### src/hdl/pkdt_pkg.sv
// ----------------------------------------------------------------------------
// pkdt_pkg
// Types, codes and constants shared by the double-tap detector files.
// ----------------------------------------------------------------------------
package pkdt_pkg;

  localparam int unsigned CODE_W = 16;
  localparam int unsigned TIME_W = 16;
  localparam logic [TIME_W-1:0] TERM_RESET = 16'd200;

  // Input item kinds
  typedef enum logic [1:0] {
    MODE_KEY   = 2'd0,
    MODE_POLL  = 2'd1,
    MODE_WRITE = 2'd2,
    MODE_READ  = 2'd3
  } mode_t;

  // Result actions
  typedef enum logic [1:0] {
    ACT_REG   = 2'd0,
    ACT_UNREG = 2'd1,
    ACT_DONE  = 2'd2
  } act_t;

  typedef enum logic [1:0] {
    ST_IDLE   = 2'd0,
    ST_WAIT   = 2'd1,
    ST_SINGLE = 2'd2,
    ST_DOUBLE = 2'd3
  } stage_t;

  typedef struct packed {
    mode_t             mode;
    logic [2:0]        row;
    logic [2:0]        col;
    logic              down;
    logic [CODE_W-1:0] code;
    logic [TIME_W-1:0] now;
    logic              base;
  } item_t;

  typedef struct packed {
    stage_t            stage;
    logic [2:0]        row;
    logic [2:0]        col;
    logic              held;
    logic [TIME_W-1:0] start;
    logic [CODE_W-1:0] single;
    logic [CODE_W-1:0] dbl;
  } dance_t;

  typedef struct packed {
    act_t              action;
    logic [CODE_W-1:0] code;
    logic              consumed;
    logic              last;
  } res_t;

  // Up to three results per input item, item[0] goes out first
  typedef struct packed {
    logic [1:0]     cnt;
    res_t [2:0]     item;
  } rlist_t;

  function automatic rlist_t push(rlist_t l, res_t x);
    rlist_t o;
    o = l;
    if (l.cnt != 2'd3) begin
      o.item[l.cnt] = x;
      o.cnt         = l.cnt + 2'd1;
    end
    return o;
  endfunction

  function automatic res_t key_res(act_t a, logic [CODE_W-1:0] c);
    res_t r;
    r.action   = a;
    r.code     = c;
    r.consumed = 1'b0;
    r.last     = 1'b0;
    return r;
  endfunction

endpackage

### src/hdl/per_key_double_tap_detector_unit.sv
// ----------------------------------------------------------------------------
// per_key_double_tap_detector_unit
// Per-key double-tap detector with a writable table of double codes.
// ----------------------------------------------------------------------------
// Each accepted input item gives one to three result beats, the last marked
// by out_tlast. An accepted item is held in an input register, decided in one
// pass and loaded into a three-entry result buffer that drains one beat per
// cycle while out_tready is high; the item passes the input register and then
// the result buffer before its first beat is on the outputs. A new item is
// accepted in every cycle in which the input register is free or moves on; it
// moves on when the result buffer is empty or its last beat is taken, so a new
// item can be taken while the last beat of the previous one goes out. The
// double-code table is read when an item is accepted and written by table-write
// items at their acceptance; reset clears it at once through per-entry valid
// flops, so there is no clearing pass.
// ----------------------------------------------------------------------------
module per_key_double_tap_detector_unit #(
  parameter int ROWS = 6,
  parameter int COLS = 4
) (
  input  logic        clk,
  input  logic        rst_n,
  input  logic        in_tvalid,
  output logic        in_tready,
  input  logic [39:0] in_tdata,   // key_row[2:0], key_col[5:3], key_down[6],
                                  // code_in[22:7], now_ms[38:23], on_base_layer[39]
  input  logic [1:0]  in_tuser,   // mode[1:0]
  output logic        out_tvalid,
  input  logic        out_tready,
  output logic [23:0] out_tdata,  // code_out[15:0], consumed[16], zero[23:17]
  output logic [1:0]  out_tuser,  // action[1:0]
  output logic        out_tlast,  // last
  input  logic        cfg_wr_en,
  input  logic [15:0] cfg_wr_data // tapping_term_ms
);
  import pkdt_pkg::*;

  localparam int DEPTH = ROWS * COLS;
  localparam int AW    = (DEPTH > 1) ? $clog2(DEPTH) : 1;

  item_t             in_item;
  logic              in_edit;
  logic [AW-1:0]     in_addr;
  logic              in_beat;
  logic              tbl_wr;

  logic [TIME_W-1:0] term_r;
  item_t             s1_item_r;
  logic              s1_valid_r;
  logic [CODE_W-1:0] mem_q_r;
  logic              mem_ok_r;
  logic [CODE_W-1:0] s1_tbl;
  logic              s1_adv;

  logic [CODE_W-1:0] mem [DEPTH];
  logic [DEPTH-1:0]  mem_vld_r;

  dance_t            dance_r;
  dance_t            dance_nxt;
  rlist_t            results;

  res_t [2:0]        ob_r;
  logic [1:0]        ob_cnt_r;
  logic              out_beat;

  assign in_item.mode = mode_t'(in_tuser);
  assign in_item.row  = in_tdata[2:0];
  assign in_item.col  = in_tdata[5:3];
  assign in_item.down = in_tdata[6];
  assign in_item.code = in_tdata[22:7];
  assign in_item.now  = in_tdata[38:23];
  assign in_item.base = in_tdata[39];

  // keys of all rows but the last, corner key excluded
  assign in_edit = (in_item.row < 3'(ROWS - 1)) && ({1'b0, in_item.col} < 4'(COLS))
                 && !(in_item.row == 3'd0 && in_item.col == 3'd0);
  assign in_addr = in_edit ? AW'(int'(in_item.row) * COLS + int'(in_item.col)) : '0;

  assign in_beat = in_tvalid && in_tready;
  assign tbl_wr  = in_beat && in_item.mode == MODE_WRITE && in_edit;

  assign out_beat  = out_tvalid && out_tready;
  assign s1_adv    = s1_valid_r && (ob_cnt_r == 2'd0 || (ob_cnt_r == 2'd1 && out_tready));
  assign in_tready = !s1_valid_r || s1_adv;

  assign s1_tbl = mem_ok_r ? mem_q_r : '0;

  always_ff @(posedge clk) begin
    if (tbl_wr) mem[in_addr] <= in_item.code;
    if (in_beat) begin
      mem_q_r   <= mem[in_addr];
      s1_item_r <= in_item;
    end
  end

  always_ff @(posedge clk) begin
    if (!rst_n) begin
      term_r     <= TERM_RESET;
      mem_vld_r  <= '0;
      mem_ok_r   <= 1'b0;
      s1_valid_r <= 1'b0;
      dance_r    <= '0;
    end else begin
      if (cfg_wr_en) term_r <= cfg_wr_data;
      if (tbl_wr) mem_vld_r[in_addr] <= 1'b1;
      if (in_beat) mem_ok_r <= mem_vld_r[in_addr] && in_edit;
      if (in_beat) begin
        s1_valid_r <= 1'b1;
      end else if (s1_adv) begin
        s1_valid_r <= 1'b0;
      end
      if (s1_adv) dance_r <= dance_nxt;
    end
  end

  pkdt_decide u_decide (
    .item      (s1_item_r),
    .dance     (dance_r),
    .term      (term_r),
    .tbl       (s1_tbl),
    .results   (results),
    .dance_nxt (dance_nxt)
  );

  // result buffer: load a whole list, shift one beat out per take
  always_ff @(posedge clk) begin
    if (!rst_n) begin
      ob_cnt_r <= 2'd0;
    end else if (s1_adv) begin
      ob_cnt_r <= results.cnt;
    end else if (out_beat) begin
      ob_cnt_r <= ob_cnt_r - 2'd1;
    end
  end

  always_ff @(posedge clk) begin
    if (s1_adv) begin
      ob_r <= results.item;
    end else if (out_beat) begin
      ob_r[0] <= ob_r[1];
      ob_r[1] <= ob_r[2];
    end
  end

  assign out_tvalid = ob_cnt_r != 2'd0;
  assign out_tdata  = {7'd0, ob_r[0].consumed, ob_r[0].code};
  assign out_tuser  = ob_r[0].action;
  assign out_tlast  = ob_r[0].last;

endmodule

### src/hdl/pkdt_decide.sv
// ----------------------------------------------------------------------------
// pkdt_decide
// Combinational decision for one item: result list and next dance state.
// ----------------------------------------------------------------------------
module pkdt_decide (
  input  pkdt_pkg::item_t             item,
  input  pkdt_pkg::dance_t            dance,
  input  logic [pkdt_pkg::TIME_W-1:0] term,
  input  logic [pkdt_pkg::CODE_W-1:0] tbl,
  output pkdt_pkg::rlist_t            results,
  output pkdt_pkg::dance_t            dance_nxt
);
  import pkdt_pkg::*;

  logic [TIME_W-1:0] elapsed;
  logic              timed_out;

  assign elapsed   = item.now - dance.start;
  assign timed_out = elapsed > term;

  always_comb begin
    dance_t st;
    rlist_t l;
    res_t   fin;
    logic   same;
    logic   done;

    st   = dance;
    l    = '0;
    same = (item.row == dance.row) && (item.col == dance.col);
    done = 1'b0;

    fin.action   = ACT_DONE;
    fin.code     = '0;
    fin.consumed = 1'b0;
    fin.last     = 1'b1;

    unique case (item.mode)
      MODE_KEY: begin
        // another key pressed first: resolve to the single code
        if (item.down && st.stage == ST_WAIT && !same) begin
          if (st.single != '0) l = push(l, key_res(ACT_REG, st.single));
          if (st.held) begin
            st.stage = ST_SINGLE;
          end else begin
            if (st.single != '0) l = push(l, key_res(ACT_UNREG, st.single));
            st = '0;
          end
        end

        if (!item.down) begin
          if (st.stage != ST_IDLE && same) begin
            fin.consumed = 1'b1;
            unique case (st.stage)
              ST_WAIT:   st.held = 1'b0;
              ST_SINGLE: begin
                if (st.single != '0) l = push(l, key_res(ACT_UNREG, st.single));
                st = '0;
              end
              default: begin
                if (st.dbl != '0) l = push(l, key_res(ACT_UNREG, st.dbl));
                st = '0;
              end
            endcase
          end
          done = 1'b1;
        end

        if (!done && st.stage == ST_WAIT && same) begin
          if (st.held) begin
            fin.consumed = 1'b1;
            done         = 1'b1;
          end else if (timed_out) begin
            // late second tap: tap the single code, then treat as fresh press
            if (st.single != '0) begin
              l = push(l, key_res(ACT_REG, st.single));
              l = push(l, key_res(ACT_UNREG, st.single));
            end
            st = '0;
          end else begin
            if (st.dbl != '0) l = push(l, key_res(ACT_REG, st.dbl));
            st.stage     = ST_DOUBLE;
            st.held      = 1'b1;
            fin.consumed = 1'b1;
            done         = 1'b1;
          end
        end

        // tbl is already zero for keys that are not editable
        if (!done && st.stage == ST_IDLE && item.base && tbl != '0) begin
          st.stage     = ST_WAIT;
          st.row       = item.row;
          st.col       = item.col;
          st.held      = 1'b1;
          st.start     = item.now;
          st.single    = item.code;
          st.dbl       = tbl;
          fin.consumed = 1'b1;
        end
      end
      MODE_POLL: begin
        if (st.stage == ST_WAIT && timed_out) begin
          if (st.single != '0) l = push(l, key_res(ACT_REG, st.single));
          if (st.held) begin
            st.stage = ST_SINGLE;
          end else begin
            if (st.single != '0) l = push(l, key_res(ACT_UNREG, st.single));
            st = '0;
          end
        end
      end
      MODE_WRITE: begin
      end
      MODE_READ: fin.code = tbl;
      default: begin
      end
    endcase

    l         = push(l, fin);
    results   = l;
    dance_nxt = st;
  end

endmodule

### config.mk
export PLATFORM = sky130hd
export DESIGN_NAME = per_key_double_tap_detector_unit
export DESIGN_NICKNAME = d
export VERILOG_FILES = /design/src/hdl/pkdt_pkg.sv /design/src/hdl/per_key_double_tap_detector_unit.sv /design/src/hdl/pkdt_decide.sv
export SDC_FILE = /design/constraint.sdc
export NUM_CORES = 1
export LEC_CHECK = 0
export BUFFER_PORTS_ARGS = -buffer_cell sky130_fd_sc_hd__buf_2
export CORE_MARGIN = 8
export CORE_UTILIZATION = 62
export CTS_CLUSTER_DIAMETER = 200
export DETAILED_ROUTE_END_ITERATION = 7
export GPL_ROUTABILITY_DRIVEN = 0
export HOLD_SLACK_MARGIN = 0.05
export PLACE_DENSITY = 0.8
export SLEW_MARGIN = 30
export SYNTH_ARGS = -nofsm -noshare
export SYNTH_HDL_FRONTEND = slang
export SYNTH_SLANG_ARGS = --single-unit
### constraint.sdc
create_clock -name clk -period 5.5 [get_ports clk]
set_clock_uncertainty 0.1 [all_clocks]
set_input_delay 0.825 -clock clk [delete_from_list [all_inputs] [get_ports clk]]
set_output_delay 0.825 -clock clk [all_outputs]
set_load 0.01 [all_outputs]
==> key figures <==
Status
  – Status: completed

Cells and area
  – Layout area overhead: 11.45%
  – Nets: 2010
  – Ant. Diodes: 0
  – Share of post-route cells with drive strength above 1: 0.1314
  – Layout Utilization: 0.6997

Synth
  – Post-synthesis instance total: 1826
  – Yosys warns: 0
  – Post-synth EDFFs: approximately 500
  – Cell with the most instances after synthesis: edfxtp_1
  – Top post-synthesis cells by area: edfxtp_1 60%, dfxtp_1 8.1%, a22o_1 2.5%
  – Sequential area share after synthesis: 0.6834
  – Prevailing post-synth register cell: edfxtp_1
  – Post-synth ARST share: 0
  – Seq cells post-synth: 600
  – Area leader, netlist: edfxtp_1
  – Area share of the largest cell type after synthesis: 0.6021
  – Number of distinct library cells after synthesis: 77
  – Synthesized area per cell: 13.63 µm²
  – Mapped Area: 24890 µm²
  – Commonest cells post-synth: 499 x edfxtp_1, 108 x o21ai_0, 106 x a21oi_1, 101 x dfxtp_1, 100 x nand2_1

Clock tree
  – CTS HTree Levels: 2
  – Clock root buffer: clkbuf_16
  – Worst-Skew Late Latency: 0.63 ns
  – Post-CTS setup buffer count: 0
  – CTS tree: done
  – Clock Tree Buf Depth: 3
  – CTS Buf Count: 56
  – # clock sinks: 600
  – Hold buffer count at cts: 0
  – Clk slew on worst S/H paths: 0.06 ns

Pwr
  – P_leak: 9.467 nW
  – Worst ir drop on vdd: 0.3100 mV
  – Switch Pwr: 2.448 mW
  – Int Power: 7.640 mW
  – Pwr/cell area: about 360 nW/µm²
  – Logic pwr share: 0.099
  – Net Sw Frac: 0.2427
  – Clock power frac: 0.383
  – Reg power frac: 0.518

STA
  – Max Transition Viols Final: 0
  – RSZ-0062 raised after global routing: yes
  – Period utilization: 0.9434
  – Min Tclk post-route: 5.189 ns
  – Finish-stage setup viols: 0
  – Worst hold slack: 0.3014 ns
  – Worst slew pin tran: 1.048 ns
  – Fmax: 0.1927 GHz
  – Final Hold Viols: 0
  – TNS Setup: 0 ns
  – Slew margin rel.: 0.2973

Route
  – Drt first pass iters: 6
  – DR iter-0 viols: 2106
  – Post-DR wirelength/cell: 24.29 µm
  – Vias per inst: 6.613
  – Via count: about 16000
  – DRC: 0
  – DRT Wirelength: 60260 µm
  – ANT nets after route: 0

Worst setup path
  – CP max FO: 14
  – WP data arrival: between 5 and 6 ns
  – Worst Setup End Kind: register
  – CP startpoint kind: register
  – CP Class: register to register
  – R2R Path Start: s1_item_r[1]
  – Setup crit start: s1_item_r[1]
  – CP required: 5.94 ns

Worst hold path
  – Hold_sp: in_tdata[31]
  – Worst hold path class: input port to register

Global route
  – Global route overflow: 0
  – First-pass GRT wire length: 92360 µm
  – GRT Overall Usage: 0.2494
  – Vias in the first global route: between 15000 and 20000
  – Pin count of the biggest net entering global routing: 57
  – Initial antenna violation count: 0

Placed design
  – Input/output buffers: 84
  – Dpl hpwl: between 30000 and 40000 µm

Floorplanning
  – Initial Utilization: 0.6278
  – Die area: ~47000 µm²
  – Die H: 216.3 µm
  – Num ports: 92
  – Num rows: between 70 and 80
  – CORE AREA: 39640 µm²
  – Die Span X: 216.3 µm

Run
  – Max cap viols: 0
==> worst max-delay path: stages, from the launching register on <==
cell and delay [ns]:
edfxtp_1 0.39, inv_1 0.07, ha_1 0.16, inv_1 0.05
fa_1 0.40, a21o_1 0.20, a21oi_1 0.21, o21bai_1 0.11
a31o_2 0.26, a41oi_1 0.24, a211oi_1 0.15, and4b_1 0.22
or3_1 0.37, ha_1 0.20, a211oi_1 0.22, o31ai_1 0.15
o311ai_1 0.43, a211oi_2 0.21, o311ai_4 0.45, and2_4 0.37
a22o_1 0.18
==> metal layers <==
| layer | share of wire | GRT usage | vias up |
|---|---|---|---|
| met4 | 0.033 | 0.09648 | 0 |
| met3 | 0.10 | 0.04721 | 172 |
| met2 | 0.48 | 0.4080 | 1034 |
| met5 | 0 | 0 | - |
| li1 | - | - | 7296 |
| met1 | 0.38 | 0.3293 | 7906 |
==> state kept, by name, summed over array words and instances (netlist names) <==
name	flops
mem	384
term_r	16
out_tuser	2
dance_r	57
ob_r	38
s1_item_r	42
mem_ok_r	1
ob_cnt_r	2
mem_vld_r	24
mem_q_r	16
s1_valid_r	1
out_tdata	17
==> per-stage QoR <==
step | power, mW | cell area (µm²) | std cells | setup WS [ns]
after CTS | 10.10 | 27650 | 2477 | 0.1392
after detailed placement | 6.276 | 25790 | 2371 | -0.1635
final | 10.09 | 27740 | 2481 | 0.3111
after global routing | 10.39 | 27740 | 2481 | -0.02836
after floorplan | 5.967 | 24970 | 1849 | 0.5719
after global placement | 6.244 | 25780 | 2371 | 0.04876
==> path summary, 6_finish.rpt <==
kind,slack [ns],to,cells after the start
hold / removal,0.30,s1_item_r[9],1
hold reg to reg,0.35,dance_r[22],1
setup / recovery,0.31,dance_r[42],20
setup reg to reg,0.31,dance_r[42],20
==> power by group through the flow <==
| stage | combinational (mW) | sequential, mW | clock, mW |
|---|---|---|---|
| after global routing | 1.09 | 5.24 | 4.07 |
| after CTS | 0.968 | 5.22 | 3.90 |
| after detailed placement | 0.959 | 5.32 | 0 |
| after floorplan | 0.686 | 5.28 | 0 |
| after global placement | 0.929 | 5.31 | 0 |
| final | 0.999 | 5.22 | 3.87 |
==> kinds of logic (layout without fill, tap and decap cells) <==
logic type	after synthesis	count (layout)	synth area share
flops	600	600	0.6834
compound gates	563	563	0.1598
simple gates	344	348	0.06607
buf+inv	189	292	0.03520
mux	69	69	0.02811
fa+ha+maj	39	39	0.01991
xor+xnor	21	21	0.007391
other cells	1	24	0.0001507
==> what timing repair did <==
action	CTS	global route
endpoints found under the setup margin	54	74
pin swaps	0	1
gates resized for setup	1	13
gates cloned	0	4
==> cell type report <==
cell class / instances / area, µm²
Inverter: 50 / 187.7
Clock buffer: 70 / 1485
Sequential cell: 600 / 17010
Clock inverter: 36 / 367.9
Timing Repair Buffer: 136 / 813.3
Multi-Input combinational cell: 1064 / 7218
Tap cell: 525 / 656.9
Fill cell: 2613 / 11910
==> cells in the final DEF (no fill, tap or decap), types with 11 or more instances in the layout <==
master / netlist / final
a221o_1: 14 / 14
o21a_1: 28 / 28
inv_1: 50 / 49
nor3_1: 41 / 38
conb_1: 1 / 24
nand2_1: 100 / 100
o21ai_0: 108 / 107
xnor2_1: 13 / 13
nor2_1: 90 / 85
edfxtp_1: 499 / 499
clkbuf_1: 74 / 12
clkbuf_16: 0 / 57
buf_2: 18 / 83
a211oi_1: 20 / 20
buf_4: 26 / 53
o22ai_1: 29 / 29
nand3_1: 24 / 23
a221oi_1: 51 / 51
a22o_1: 71 / 71
o221ai_1: 31 / 31
o211ai_1: 11 / 11
nor4_1: 14 / 14
mux2i_1: 62 / 62
a22oi_1: 13 / 13
ha_1: 38 / 38
a21oi_1: 106 / 105
o2bb2ai_1: 12 / 12
dfxtp_1: 101 / 101
nor2b_1: 18 / 18
o31ai_1: 14 / 14
Power figures use the tool's default switching activity.
